==> src/rtl/assert_macros.svh <==
// assertion macros shared by the deque rtl
// expects a clock named clk and an active-low reset named arst_n in scope
`ifndef ASSERT_MACROS_SVH
`define ASSERT_MACROS_SVH

// property must hold at every clock edge outside reset
`define ASSERT_ALWAYS(label, prop, msg) \
	label: assert property (@(posedge clk) disable iff (!arst_n) (prop)) else $error(msg);

// consequent must follow from antecedent in the same cycle
`define ASSERT_IMPLIES(label, ante, cons, msg) \
	label: assert property (@(posedge clk) disable iff (!arst_n) (ante) |-> (cons)) else $error(msg);

// consequent must hold in the cycle after the antecedent
`define ASSERT_NEXT(label, ante, cons, msg) \
	label: assert property (@(posedge clk) disable iff (!arst_n) (ante) |=> (cons)) else $error(msg);

`endif

==> src/rtl/deq_fifo.sv <==
// two-entry command queue between front and back, first word visible at the output
// depends on assert_macros.svh
`include "assert_macros.svh"

module deq_fifo #(
	parameter int WIDTH = 8
) (
	input  logic             clk,
	input  logic             arst_n,
	input  logic             push,
	input  logic [WIDTH-1:0] push_data,
	output logic             full,
	input  logic             pop,
	output logic [WIDTH-1:0] pop_data,
	output logic             nonempty
);

	logic [WIDTH-1:0] slot_q [2];
	logic             wr_ptr_q, rd_ptr_q;
	logic [1:0]       fill_q;

	assign full     = (fill_q == 2'd2);
	assign nonempty = (fill_q != 2'd0);
	assign pop_data = slot_q[rd_ptr_q];

	always_ff @(posedge clk) begin
		if (push) slot_q[wr_ptr_q] <= push_data;
	end

	always_ff @(posedge clk or negedge arst_n) begin
		if (!arst_n) begin
			wr_ptr_q <= 1'b0;
			rd_ptr_q <= 1'b0;
			fill_q   <= 2'd0;
		end else begin
			if (push) wr_ptr_q <= !wr_ptr_q;
			if (pop)  rd_ptr_q <= !rd_ptr_q;
			fill_q <= fill_q + {1'b0, push} - {1'b0, pop};
		end
	end

	`ASSERT_IMPLIES(a_no_overflow, push, !full || pop, "command queue overflow")
	`ASSERT_IMPLIES(a_no_underflow, pop, nonempty, "command queue underflow")
	`ASSERT_ALWAYS(a_fill_bound, fill_q <= 2'd2, "command queue fill out of range")

endmodule

==> config.mk <==
export PLATFORM = sky130hd
export DESIGN_NAME = deq_fifo
export DESIGN_NICKNAME = d
export VERILOG_FILES = /design/src/rtl/deq_fifo.sv
export VERILOG_INCLUDE_DIRS = /design/src /design/src/rtl
export SDC_FILE = /design/constraint.sdc
export NUM_CORES = 1
export LEC_CHECK = 0
export ABC_AREA = 1
export BUFFER_PORTS_ARGS = -buffer_cell sky130_fd_sc_hd__buf_2
export CORE_MARGIN = 2
export CORE_UTILIZATION = 53
export DETAILED_ROUTE_END_ITERATION = 10
export GPL_ROUTABILITY_DRIVEN = 0
export PLACE_DENSITY = 0.9
export REMOVE_ABC_BUFFERS = 1
export SYNTH_ARGS = -nofsm -noshare
export SYNTH_HDL_FRONTEND = slang
export SYNTH_SLANG_ARGS = --single-unit
==> constraint.sdc <==
create_clock -name clk -period 3.6 [get_ports clk]
set_clock_uncertainty 0.15 [all_clocks]
set_input_delay 0.18 -clock clk [delete_from_list [all_inputs] [get_ports clk]]
set_output_delay 0.18 -clock clk [all_outputs]
set_load 0.01 [all_outputs]
==> run summary <==
Of the total power, the share spent switching nets is 0.343. The full die area came out at 1900 um2. Across every metal layer, demand over resource in global routing totals 0.161.

The number of hold violations in the final report came out at 0. The fraction of synthesized cell area taken by the top area cell type is 0.578. The netlist area before placement is 831 um2. The critical path start-end classification is flip-flop to output pin. The post-synthesis cell type count came out at 12. In the final layout, the share of cells above drive strength 1 is 0.267. The run finished with clean final reports.

In the synthesized netlist, the number of instances is 67. The areal power density over the cells came out at 646 nW/um2. STA classifies the critical path endpoint as an output pin.

The number of global-route vias before repair is 545. The source-to-sink clock delay at the later pin of the worst-skew pair is 0.29 ns. Static timing analysis puts the maximum clock frequency at 579 MHz. Of the total power, combinational logic draws 0.326. Among all stages on the critical path, the largest delay is contributed by sky130_fd_sc_hd__dfrtp_1.

The depth of the CTS H-tree is 1. The relative slew slack came out at 0.567. Before antenna repair, the detailed router went through 4 iterations. The required time at the worst-slack endpoint came out at 3.27 ns. The initial core utilization came out at 0.558. The area overhead of the layout relative to synthesis came out at 27.7%. The maximum vdd ir drop is 0.392 mV. For the finished layout, the period the worst path requires is 1.73 ns. During placement, the flow inserted port buffers numbering 21. The buffering stage count on the worst path with inverters included is 1.

The number of maximum-capacitance violations is 0. The path class of the tightest hold or removal check is input port to asynchronous set/reset pin. In this run, synthesis inferred 16 flip-flops with an integrated enable. The net switching power came out at 235 uW. sky130_fd_sc_hd__edfxtp_1 is the most common cell in the netlist.

The delay of the slowest cell on the worst path came out at 0.71 ns. The biggest area contributor in the post-synthesis netlist is sky130_fd_sc_hd__edfxtp_1. The internal portion of total power came out at 450 uW. The async set-or-reset flop fraction in the synthesized netlist came out at 0.200. The final worst hold slack is 0.0696 ns. The number of buffers added for setup after CTS came out at 0. The number of inserted diodes came out at 0.

In the post-synthesis netlist, the biggest area contributors are sky130_fd_sc_hd__edfxtp_1, sky130_fd_sc_hd__dfrtp_1, sky130_fd_sc_hd__inv_1, sky130_fd_sc_hd__nand2_1, sky130_fd_sc_hd__o21ai_2. The worst register-to-register path ends at slot_q[0][1]. The cell at the root of the clock tree is sky130_fd_sc_hd__clkbuf_4. For the pin with the worst max-slew slack, the measured transition is 0.648 ns.

The worst setup path is launched from a flip-flop. During synthesis, Yosys emitted a total of 0 warnings. Traced cell by cell, the critical path runs through nand2_1, o21ai_0, buf_2.

In the final routed layout, each cell accounts on average for 11.4 um. The number of placement rows is 14. The power share of the clock group came out at 0.146. The maximum number of pins on one net before global-route repair came out at 18.

The final-report max-slew violation count came out at 0. The clock input transition at the sequential cells of the worst setup and hold paths came out at 0.10 ns. The total overflow left after global routing is 0. The die extent in x came out at 43.6 um. The kind of cell with the highest combined delay along the critical path is flip-flops. Setup total negative slack on the finished layout was measured at 0 ns.

In this run the mean area of a mapped cell was 12.4 um2. Ranked by instance count, the synthesized netlist is headed by sky130_fd_sc_hd__edfxtp_1, sky130_fd_sc_hd__inv_1, sky130_fd_sc_hd__nand2_1. The layout net count is 116.

The share of synthesized area occupied by flip-flops and latches is 0.699. The number of antenna violations at the first check in global routing came out at 0. The worst reg-to-reg setup slack is 2.14 ns. The total core area came out at 1490 um2.

The number of gates resized after CTS was 0. The count of routing violations after the opening detailed-route iteration came out at 6. TritonCTS built the clock tree. The top fanout value on the critical path is 17. In the finished design, the share of the clock period the worst path needs comes to 0.480.

The maximum buffer depth of the clock tree came out at 2. The synthesized design contains 20 register bits. The chip height is 43.6 um. For the worst setup path, the data arrival time is 1.40 ns. The final routed wirelength across all metal layers is 1.34 mm. Power comes to 685 uW. The number of setup violations in the final report came out at 0. The via density per instance came out at 4.67. The number of buffers created by CTS is 3. The number of cells on the worst reg-to-reg path came out at 1.

The post-route DRC violation count came out at 0. The sequential share of power came out at 0.527. In the synthesized netlist the dominant register cell turns out to be sky130_fd_sc_hd__edfxtp_1. The worst flop-to-flop path startpoint is wr_ptr_q. The first-pass GRT wire length is 2.21 mm.

During I/O placement, the number of pins put on the boundary was 22. Detailed placement finished with a half-perimeter wire length of 924 um. The total clock sinks is 20. The remaining antenna violation count came out at 0.

The standby leakage power came out at 0.502 nW. Setup repair after global routing left no endpoint under its margin. The total via count after detailed routing is 546.
## worst max-delay path by stage
stage             start  slack [ns]  cells after the start            to
4_1_cts        rd_ptr_q        1.85                      3   pop_data[0]
3_5_place_dp   wr_ptr_q        2.14                      1  slot_q[0][0]
5_1_grt        rd_ptr_q        1.72                      3   pop_data[0]
3_3_place_gp   wr_ptr_q        2.20                      1  slot_q[0][1]
2_1_floorplan  wr_ptr_q        2.31                      1  slot_q[0][0]
6_report       rd_ptr_q        1.87                      3   pop_data[0]
## layout by cell type, fill, tap and decap left out
cell type | Yosys | layout
sky130_fd_sc_hd__buf_2 | 0 | 21
sky130_fd_sc_hd__clkbuf_4 | 0 | 3
sky130_fd_sc_hd__clkinv_1 | 0 | 1
sky130_fd_sc_hd__dfrtp_1 | 4 | 4
sky130_fd_sc_hd__dlygate4sd3_1 | 0 | 11
sky130_fd_sc_hd__edfxtp_1 | 16 | 16
sky130_fd_sc_hd__ha_1 | 2 | 2
sky130_fd_sc_hd__inv_1 | 15 | 15
sky130_fd_sc_hd__nand2_1 | 15 | 15
sky130_fd_sc_hd__nand3_1 | 1 | 1
sky130_fd_sc_hd__nor2_1 | 2 | 2
sky130_fd_sc_hd__o21ai_0 | 5 | 5
sky130_fd_sc_hd__o21ai_2 | 3 | 3
sky130_fd_sc_hd__xor2_1 | 2 | 2
## layout make-up
type	instances	area [um2]
Timing Repair Buffer	32	215
Clock buffer	3	22.5
Inverter	15	56.3
Fill cell	117	428
Sequential cell	20	581
Tap cell	16	20.0
Clock inverter	1	3.75
Multi-Input combinational cell	30	163
## kinds of logic after synthesis
group	Yosys count	share of synthesized area
flops	20	0.699
simple gates	18	0.0828
buf+inv	17	0.105
compound gates	8	0.0617
xor+xnor	2	0.0211
fa+ha+maj	2	0.0301
## sequential cells by signal, indices dropped and copies added, names as in the netlist
register	cells
fill_q	2
wr_ptr_q	1
slot_q	16
rd_ptr_q	1
## what timing repair did
item,in CTS,in global routing
setup endpoints to repair,0,0
hold buffers,11,0
hold endpoints to repair,22,0
## metrics by stage
stage,cells,setup slack (ns),util,instance area [um2]
floorplan,65,2.31,-,800
global placement,102,2.20,0.621,925
detailed placement,102,2.14,0.621,925
CTS,117,1.85,0.713,1060
global route,117,1.72,0.713,1060
finish,117,1.87,0.713,1060
## power groups by stage
| stage | Sequential (mW) | Clock, mW | Combinational [mW] |
|---|---|---|---|
| after floorplan | 0.354 | 0 | 0.138 |
| after global placement | 0.363 | 0 | 0.207 |
| after detailed placement | 0.368 | 0 | 0.219 |
| after CTS | 0.362 | 0.103 | 0.228 |
| after global routing | 0.370 | 0.115 | 0.256 |
| final | 0.361 | 0.100 | 0.224 |
## metal layers
| layer | vias to the layer above | share of wire | GRT usage | wire length [um] |
|---|---|---|---|---|
| met5 | - | 0 | 0 | 0 |
| met2 | 18 | 0.53 | 0.300 | 715 |
| met1 | 247 | 0.42 | 0.186 | 559 |
| met3 | 0 | 0.048 | 0.0375 | 64 |
| li1 | 281 | - | - | - |
| met4 | 0 | 0 | 0.0364 | 0 |
(Power assumes the default switching activity.)
