$ cat src/rtl/assert_macros.svh
// assertion macros shared by the deque rtl
// expects a clock named clk and an active-low reset named arst_n in scope
`ifndef ASSERT_MACROS_SVH
`define ASSERT_MACROS_SVH

// property must hold at every clock edge outside reset
`define ASSERT_ALWAYS(label, prop, msg) \
	label: assert property (@(posedge clk) disable iff (!arst_n) (prop)) else $error(msg);

// consequent must follow from antecedent in the same cycle
`define ASSERT_IMPLIES(label, ante, cons, msg) \
	label: assert property (@(posedge clk) disable iff (!arst_n) (ante) |-> (cons)) else $error(msg);

// consequent must hold in the cycle after the antecedent
`define ASSERT_NEXT(label, ante, cons, msg) \
	label: assert property (@(posedge clk) disable iff (!arst_n) (ante) |=> (cons)) else $error(msg);

`endif

$ cat src/rtl/deq_pkg.sv
// shared types and constants for the double-ended queue
// no dependencies
package deq_pkg;

	localparam int DEPTH_DEFAULT      = 1024;
	localparam int DATA_WIDTH_DEFAULT = 32;

	localparam int MODE_W   = 4;
	localparam int VALUE_W  = 32;
	localparam int INDEX_W  = 11;
	localparam int DOUT_W   = 32;
	localparam int OCC_W    = 11;
	localparam int STATUS_W = 2;

	localparam logic [MODE_W-1:0] MODE_PUSH_BACK  = 4'd0;
	localparam logic [MODE_W-1:0] MODE_PUSH_FRONT = 4'd1;
	localparam logic [MODE_W-1:0] MODE_POP_BACK   = 4'd2;
	localparam logic [MODE_W-1:0] MODE_POP_FRONT  = 4'd3;
	localparam logic [MODE_W-1:0] MODE_READ_AT    = 4'd4;
	localparam logic [MODE_W-1:0] MODE_WRITE_AT   = 4'd5;
	localparam logic [MODE_W-1:0] MODE_DROP_FRONT = 4'd6;
	localparam logic [MODE_W-1:0] MODE_DROP_BACK  = 4'd7;
	localparam logic [MODE_W-1:0] MODE_CLEAR      = 4'd8;

	localparam logic [STATUS_W-1:0] STATUS_OK    = 2'd0;
	localparam logic [STATUS_W-1:0] STATUS_RANGE = 2'd1;
	localparam logic [STATUS_W-1:0] STATUS_FULL  = 2'd2;

	// control half of a command passed from front to back
	typedef struct packed {
		logic                we;
		logic                re;
		logic [STATUS_W-1:0] status;
		logic [OCC_W-1:0]    occupancy;
	} deq_ctl_t;

endpackage

$ cat src/rtl/deq_if.sv
// request and response channel interfaces of the deque
// depends on deq_pkg for field widths
interface deq_req_if;
	logic                                valid;
	logic                                ready;
	logic [deq_pkg::MODE_W-1:0]          mode;
	logic signed [deq_pkg::VALUE_W-1:0]  value;
	logic [deq_pkg::INDEX_W-1:0]         index;

	modport source (output valid, output mode, output value, output index, input ready);
	modport sink   (input valid, input mode, input value, input index, output ready);
endinterface


$ cat src/rtl/deq_front.sv
// front end: accepts requests, checks them against head and count, issues memory commands
// depends on deq_pkg, deq_if, assert_macros.svh
`include "assert_macros.svh"

module deq_front #(
	parameter int DEPTH      = deq_pkg::DEPTH_DEFAULT,
	parameter int DATA_WIDTH = deq_pkg::DATA_WIDTH_DEFAULT
) (
	input  logic                    clk,
	input  logic                    arst_n,
	deq_req_if.sink                 req,
	output logic                    cmd_push,
	output deq_pkg::deq_ctl_t       cmd_ctl,
	output logic [$clog2(DEPTH)-1:0] cmd_addr,
	output logic [DATA_WIDTH-1:0]   cmd_wdata,
	input  logic                    cmd_full
);

	localparam int AW = $clog2(DEPTH);
	localparam int CW = $clog2(DEPTH + 1);
	localparam int SW = CW + 1;
	localparam int IW = (CW > deq_pkg::INDEX_W) ? CW : deq_pkg::INDEX_W;

	logic [AW-1:0] head_q, head_n, head_dec, wrap_addr;
	logic [CW-1:0] count_q, count_n, offset;
	logic [SW-1:0] sum, wrapped;
	logic [IW-1:0] idx_w, cnt_w;
	logic          full, empty, idx_lt, idx_le;
	logic          we, re;
	logic [deq_pkg::STATUS_W-1:0] status;
	logic [AW-1:0] addr;

	assign req.ready = !cmd_full;
	assign cmd_push  = req.valid && req.ready;

	assign full   = (count_q == CW'(DEPTH));
	assign empty  = (count_q == '0);
	assign idx_w  = IW'(req.index);
	assign cnt_w  = IW'(count_q);
	assign idx_lt = (idx_w < cnt_w);
	assign idx_le = (idx_w <= cnt_w);

	// distance from the head for the one shared wrap adder
	always_comb begin
		unique case (req.mode)
			deq_pkg::MODE_PUSH_BACK: offset = count_q;
			deq_pkg::MODE_POP_BACK:  offset = count_q - 1'b1;
			deq_pkg::MODE_POP_FRONT: offset = CW'(1);
			default:                 offset = CW'(req.index);
		endcase
	end

	assign sum       = SW'(head_q) + SW'(offset);
	assign wrapped   = (sum >= SW'(DEPTH)) ? sum - SW'(DEPTH) : sum;
	assign wrap_addr = AW'(wrapped);
	assign head_dec  = (head_q == '0) ? AW'(DEPTH - 1) : head_q - 1'b1;

	always_comb begin
		we      = 1'b0;
		re      = 1'b0;
		status  = deq_pkg::STATUS_OK;
		count_n = count_q;
		head_n  = head_q;
		addr    = wrap_addr;
		unique case (req.mode)
			deq_pkg::MODE_PUSH_BACK: begin
				if (full) status = deq_pkg::STATUS_FULL;
				else begin
					we      = 1'b1;
					count_n = count_q + 1'b1;
				end
			end
			deq_pkg::MODE_PUSH_FRONT: begin
				addr = head_dec;
				if (full) status = deq_pkg::STATUS_FULL;
				else begin
					we      = 1'b1;
					head_n  = head_dec;
					count_n = count_q + 1'b1;
				end
			end
			deq_pkg::MODE_POP_BACK: begin
				if (empty) status = deq_pkg::STATUS_RANGE;
				else begin
					re      = 1'b1;
					count_n = count_q - 1'b1;
				end
			end
			deq_pkg::MODE_POP_FRONT: begin
				addr = head_q;
				if (empty) status = deq_pkg::STATUS_RANGE;
				else begin
					re      = 1'b1;
					head_n  = wrap_addr;
					count_n = count_q - 1'b1;
				end
			end
			deq_pkg::MODE_READ_AT: begin
				if (!idx_lt) status = deq_pkg::STATUS_RANGE;
				else re = 1'b1;
			end
			deq_pkg::MODE_WRITE_AT: begin
				if (!idx_lt) status = deq_pkg::STATUS_RANGE;
				else we = 1'b1;
			end
			deq_pkg::MODE_DROP_FRONT: begin
				if (!idx_le) status = deq_pkg::STATUS_RANGE;
				else begin
					head_n  = wrap_addr;
					count_n = count_q - CW'(req.index);
				end
			end
			deq_pkg::MODE_DROP_BACK: begin
				if (!idx_le) status = deq_pkg::STATUS_RANGE;
				else count_n = count_q - CW'(req.index);
			end
			deq_pkg::MODE_CLEAR: begin
				head_n  = '0;
				count_n = '0;
			end
			default: begin
			end
		endcase
	end

	assign cmd_ctl.we        = we;
	assign cmd_ctl.re        = re;
	assign cmd_ctl.status    = status;
	assign cmd_ctl.occupancy = deq_pkg::OCC_W'(count_n);
	assign cmd_addr          = addr;
	assign cmd_wdata         = DATA_WIDTH'(req.value);

	always_ff @(posedge clk or negedge arst_n) begin
		if (!arst_n) begin
			head_q  <= '0;
			count_q <= '0;
		end else if (cmd_push) begin
			head_q  <= head_n;
			count_q <= count_n;
		end
	end

	`ASSERT_ALWAYS(a_count_bound, count_q <= CW'(DEPTH), "entry count above depth")
	`ASSERT_NEXT(a_clear_empties, cmd_push && req.mode == deq_pkg::MODE_CLEAR,
		count_q == '0 && head_q == '0, "clear did not empty the queue")

endmodule

$ cat src/flat_wrapper.sv
// flat-port wrapper written by rule: the top's interface ports become plain ports
module deq_front_flat 
#(
	parameter int DEPTH      = deq_pkg::DEPTH_DEFAULT,
	parameter int DATA_WIDTH = deq_pkg::DATA_WIDTH_DEFAULT
)
  (clk, arst_n, cmd_push, cmd_ctl, cmd_addr, cmd_wdata, cmd_full, req_valid, req_mode, req_value, req_index, req_ready);
  deq_req_if req_i ();
  input  logic clk;
  input  logic arst_n;
  output logic cmd_push;
  output deq_pkg::deq_ctl_t cmd_ctl;
  output logic [$clog2(DEPTH)-1:0] cmd_addr;
  output logic [DATA_WIDTH-1:0] cmd_wdata;
  input  logic cmd_full;
  input wire logic [$bits(req_i.valid)-1:0] req_valid;
  input wire logic [$bits(req_i.mode)-1:0] req_mode;
  input wire logic [$bits(req_i.value)-1:0] req_value;
  input wire logic [$bits(req_i.index)-1:0] req_index;
  output wire logic [$bits(req_i.ready)-1:0] req_ready;
  assign req_i.valid = req_valid;
  assign req_i.mode = req_mode;
  assign req_i.value = req_value;
  assign req_i.index = req_index;
  assign req_ready = req_i.ready;
  deq_front #(.DEPTH(DEPTH), .DATA_WIDTH(DATA_WIDTH)) u_core (.clk(clk), .arst_n(arst_n), .req(req_i), .cmd_push(cmd_push), .cmd_ctl(cmd_ctl), .cmd_addr(cmd_addr), .cmd_wdata(cmd_wdata), .cmd_full(cmd_full));
endmodule
$ cat config.mk
export PLATFORM = sky130hd
export DESIGN_NAME = deq_front_flat
export DESIGN_NICKNAME = d
export VERILOG_FILES = /design/src/rtl/deq_pkg.sv /design/src/rtl/deq_if.sv /design/src/rtl/deq_front.sv /design/src/flat_wrapper.sv
export VERILOG_INCLUDE_DIRS = /design/src /design/src/rtl
export SDC_FILE = /design/constraint.sdc
export NUM_CORES = 1
export LEC_CHECK = 0
export ABC_AREA = 1
export BUFFER_PORTS_ARGS = -buffer_cell sky130_fd_sc_hd__buf_2
export CAP_MARGIN = 20
export CORE_MARGIN = 3
export CORE_UTILIZATION = 49
export CTS_CLUSTER_DIAMETER = 80
export CTS_CLUSTER_SIZE = 28
export DETAILED_ROUTE_END_ITERATION = 6
export GPL_ROUTABILITY_DRIVEN = 0
export PLACE_DENSITY = 0.85
export SYNTH_ARGS = -nofsm -noshare
export SYNTH_HDL_FRONTEND = slang
export SYNTH_SLANG_ARGS = --single-unit
$ cat constraint.sdc
create_clock -name clk -period 3.28 [get_ports clk]
set_input_delay 0.492 -clock clk [delete_from_list [all_inputs] [get_ports clk]]
set_output_delay 0.492 -clock clk [all_outputs]
set_load 0.01 [all_outputs]
==> reports/metrics.yaml <==
status: "complete, but fails checks"
grt_max_degree: 22
period_share: 1.06
numClockSinks: 21
maxCapViolations: 0
yosysTopAreaCellShare: 0.184
cp_slowest_cell: "dfrtp_1"
grt_setup_unrepaired: "yes"
hp-class: "input port to async pin"
ys_top_cells_by_area: "nand2_1 (18%), dfrtp_1 (14%), ha_1 (7.8%)"
die_x_um: 94.4
syn-cell-area_um2: 3830
setup_viol: 5
synth_compound_gate_area_share: 0.179
clk_pin_slew_worst_paths_ns: 0.09
grt_pass1_vias: 4261
grt_pass1_wl_um: 19600
dp_slack_ns: -0.0128
dp_hpwl_um: 9540
wl_um: 13900
ys_warn_count: 0
drt.antenna.violating_nets: 0
synth-simple-area-share: 0.395
finalHoldViolations: 0
yosysMostFrequentCell: "nand2_1"
cts-root-buf: "clkbuf_8"
synth_top_family_by_area: "simple AND/OR/NAND/NOR gates"
peakVddDrop_uv: 332
synthTopCellsByCount: "nand2_1 (188), inv_1 (68), nand3_1 (58), nor2_1 (58), a21oi_1 (36)"
final_cell_area_um2: 4540
critPathArrivalTime_ns: 3.00
vias: 4867
max_freq_mhz: 287
num_antenna_cells: 0
critical_path_required_ns: 2.79
startpoint_type: "flop"
critPathKind: "flop to output port"
die_y_um: 94.4
synth_edf_count: 0
nFillCells: 611
synth.distinct_cells: 45
final_max_slew_viol_count: 0
synthMuxAreaShare: 0
ios: 110
total_power_mw: 4.31
slew-limit-headroom: 0.637
fin_nets: 770
start_util: 0.517
p_leak_nw: 2.34
power_density_nw_per_um2: 950
grt_usage: 0.272
synth_adder_area_share: 0.0888
syn_avg_cell_area_um2: 5.93
ys_seq_area_frac: 0.137
cpPeakStageDelay_ns: 0.41
antenna_found_initial: 0
synth-xor-area-share: 0.0343
vias_per_cell: 6.15
fin_tns_setup_ns: -0.474
skew_ns: 0.00392
final_layout_size_suffix_gt1_frac: 0.279
end_kind: "output port"
period_needed_ns: 3.49
cpMostUsedCell: "nand2_1"
htreeDepth: 1
drt_iter0_markers: 932
cts_tree: "built"
drc: 0
drt-pass1-iter-count: 7
violations: "setup timing"
dieArea_um2: 8920
route.detailed.wl_per_inst_um: 17.5
clock_latency_ns: 0.27
ys_seq_elements: 21
dpl_cell_area_um2: 4040
area_growth_syn_to_layout_pct: 18.4
core_um2: 7410
synth_top_cell_by_area: "nand2_1"
num_rows: 31
path_cells: "buf_4 > nor2_4 > nand2_4 > nand2_1 > nand2_1 > a22oi_1 > ha_1 > a21oi_2 > nand2_2 > nand2_1 > nand2_1 > a21oi_1 > or2_2 > nand3_1 > nand2_1 > buf_2"
worst_pin_slew_ns: 0.543
cts_max_path_buffers: 2
numCtsBuffers: 3
setup_ws_ns: -0.210
async_flop_share: 1.00
port_buffers: 45
ys.flop_type: "dfrtp_1"
synth_fp_nets: 723
grt-ovfl-total: 0
cp_max_fo: 7
syn_inst: 646
worst paths after layout:
| kind | to | cells past startpoint | slack [ns] | start |
|---|---|---|---|---|
| max | cmd_addr[6] | 16 | -0.21 | u_core.cnt_w[0] |
| min reg2reg | u_core.head_q[6] | 2 | 0.64 | u_core.head_q[6] |
| max in group asynchronous | u_core.cnt_w[8] | 1 | 2.71 | arst_n |
| min in group clk | u_core.head_q[6] | 2 | 0.64 | u_core.head_q[6] |
| max reg2reg | u_core.head_q[6] | 17 | 0.47 | u_core.cnt_w[0] |
| min | u_core.head_q[6] | 1 | 0.18 | arst_n |
logic make-up after synthesis:
| group | after synthesis |
|---|---|
| AND/OR/NAND/NOR | 345 |
| buffers and inverters | 129 |
| AO/OA/AOI/OAI | 110 |
| adder cells (fa/ha/maj) | 26 |
| flip-flops | 21 |
| XOR/XNOR | 15 |
final cells by class:
type / count / area [um^2] / share of cell area
Clock buffer: 3 / 41.3 / 0.00910
Clock inverter: 1 / 5.00 / 0.00110
Inverter: 78 / 298 / 0.0656
Multi-Input combinational cell: 496 / 2940 / 0.649
Sequential cell: 21 / 532 / 0.117
Tap cell: 99 / 124 / 0.0273
Timing Repair Buffer: 93 / 593 / 0.131
report_power, final:
part | internal, mW | switching, mW
logic | 1.40 | 2.13
registers | 0.375 | 0.207
clock network | 0.0852 | 0.106
metal layers:
metal	part of all wire	wire length (um)	GRT usage	vias up
met4	0.069	964	0.114	0
met2	0.45	6180	0.445	393
met1	0.36	4990	0.346	2165
li1	-	-	-	2183
met3	0.13	1750	0.0574	126
met5	0	0	0	-
repair_timing:
item / 4_1_cts / 5_1_grt
buffers inserted: 2 / 20
gates resized for setup: 10 / 72
hold buffers: 0 / 0
setup endpoints to repair: 10 / 20
pin swaps: 3 / 41
per-stage QoR:
step | util | hold WS, ns | instances
finish | 0.612 | 0.180 | 791
global route | 0.612 | 0.216 | 791
CTS | 0.557 | 0.204 | 771
detailed placement | 0.545 | 0.504 | 765
global placement | 0.545 | 0.498 | 765
floorplan | - | 0.196 | 646
sequential cells by signal (all words and copies together), names as in the netlist:
register       count
u_core.head_q     10
u_core.cnt_w      11
critical path: cells and delay by family (launching register included):
| kind | cells | cell delay [ns] |
|---|---|---|
| simple gates | 10 | 1.01 |
| compound gates | 3 | 0.63 |
| flops | 1 | 0.41 |
| fa+ha+maj | 1 | 0.35 |
| buf+inv | 2 | 0.31 |
placed cells by master (no fill, tap or decap), types with 10 or more instances in the layout:
master	synthesis	final
ha_1	24	19
dfrtp_1	21	16
buf_4	35	46
o21ai_0	28	22
nand2_1	188	180
a21oi_2	5	10
buf_2	10	45
nor2_1	58	51
inv_1	68	60
a21oi_1	36	30
nor2_4	4	13
nand3_1	58	51
inv_2	7	13
Note: power is estimated with default switching activity, not from simulation.
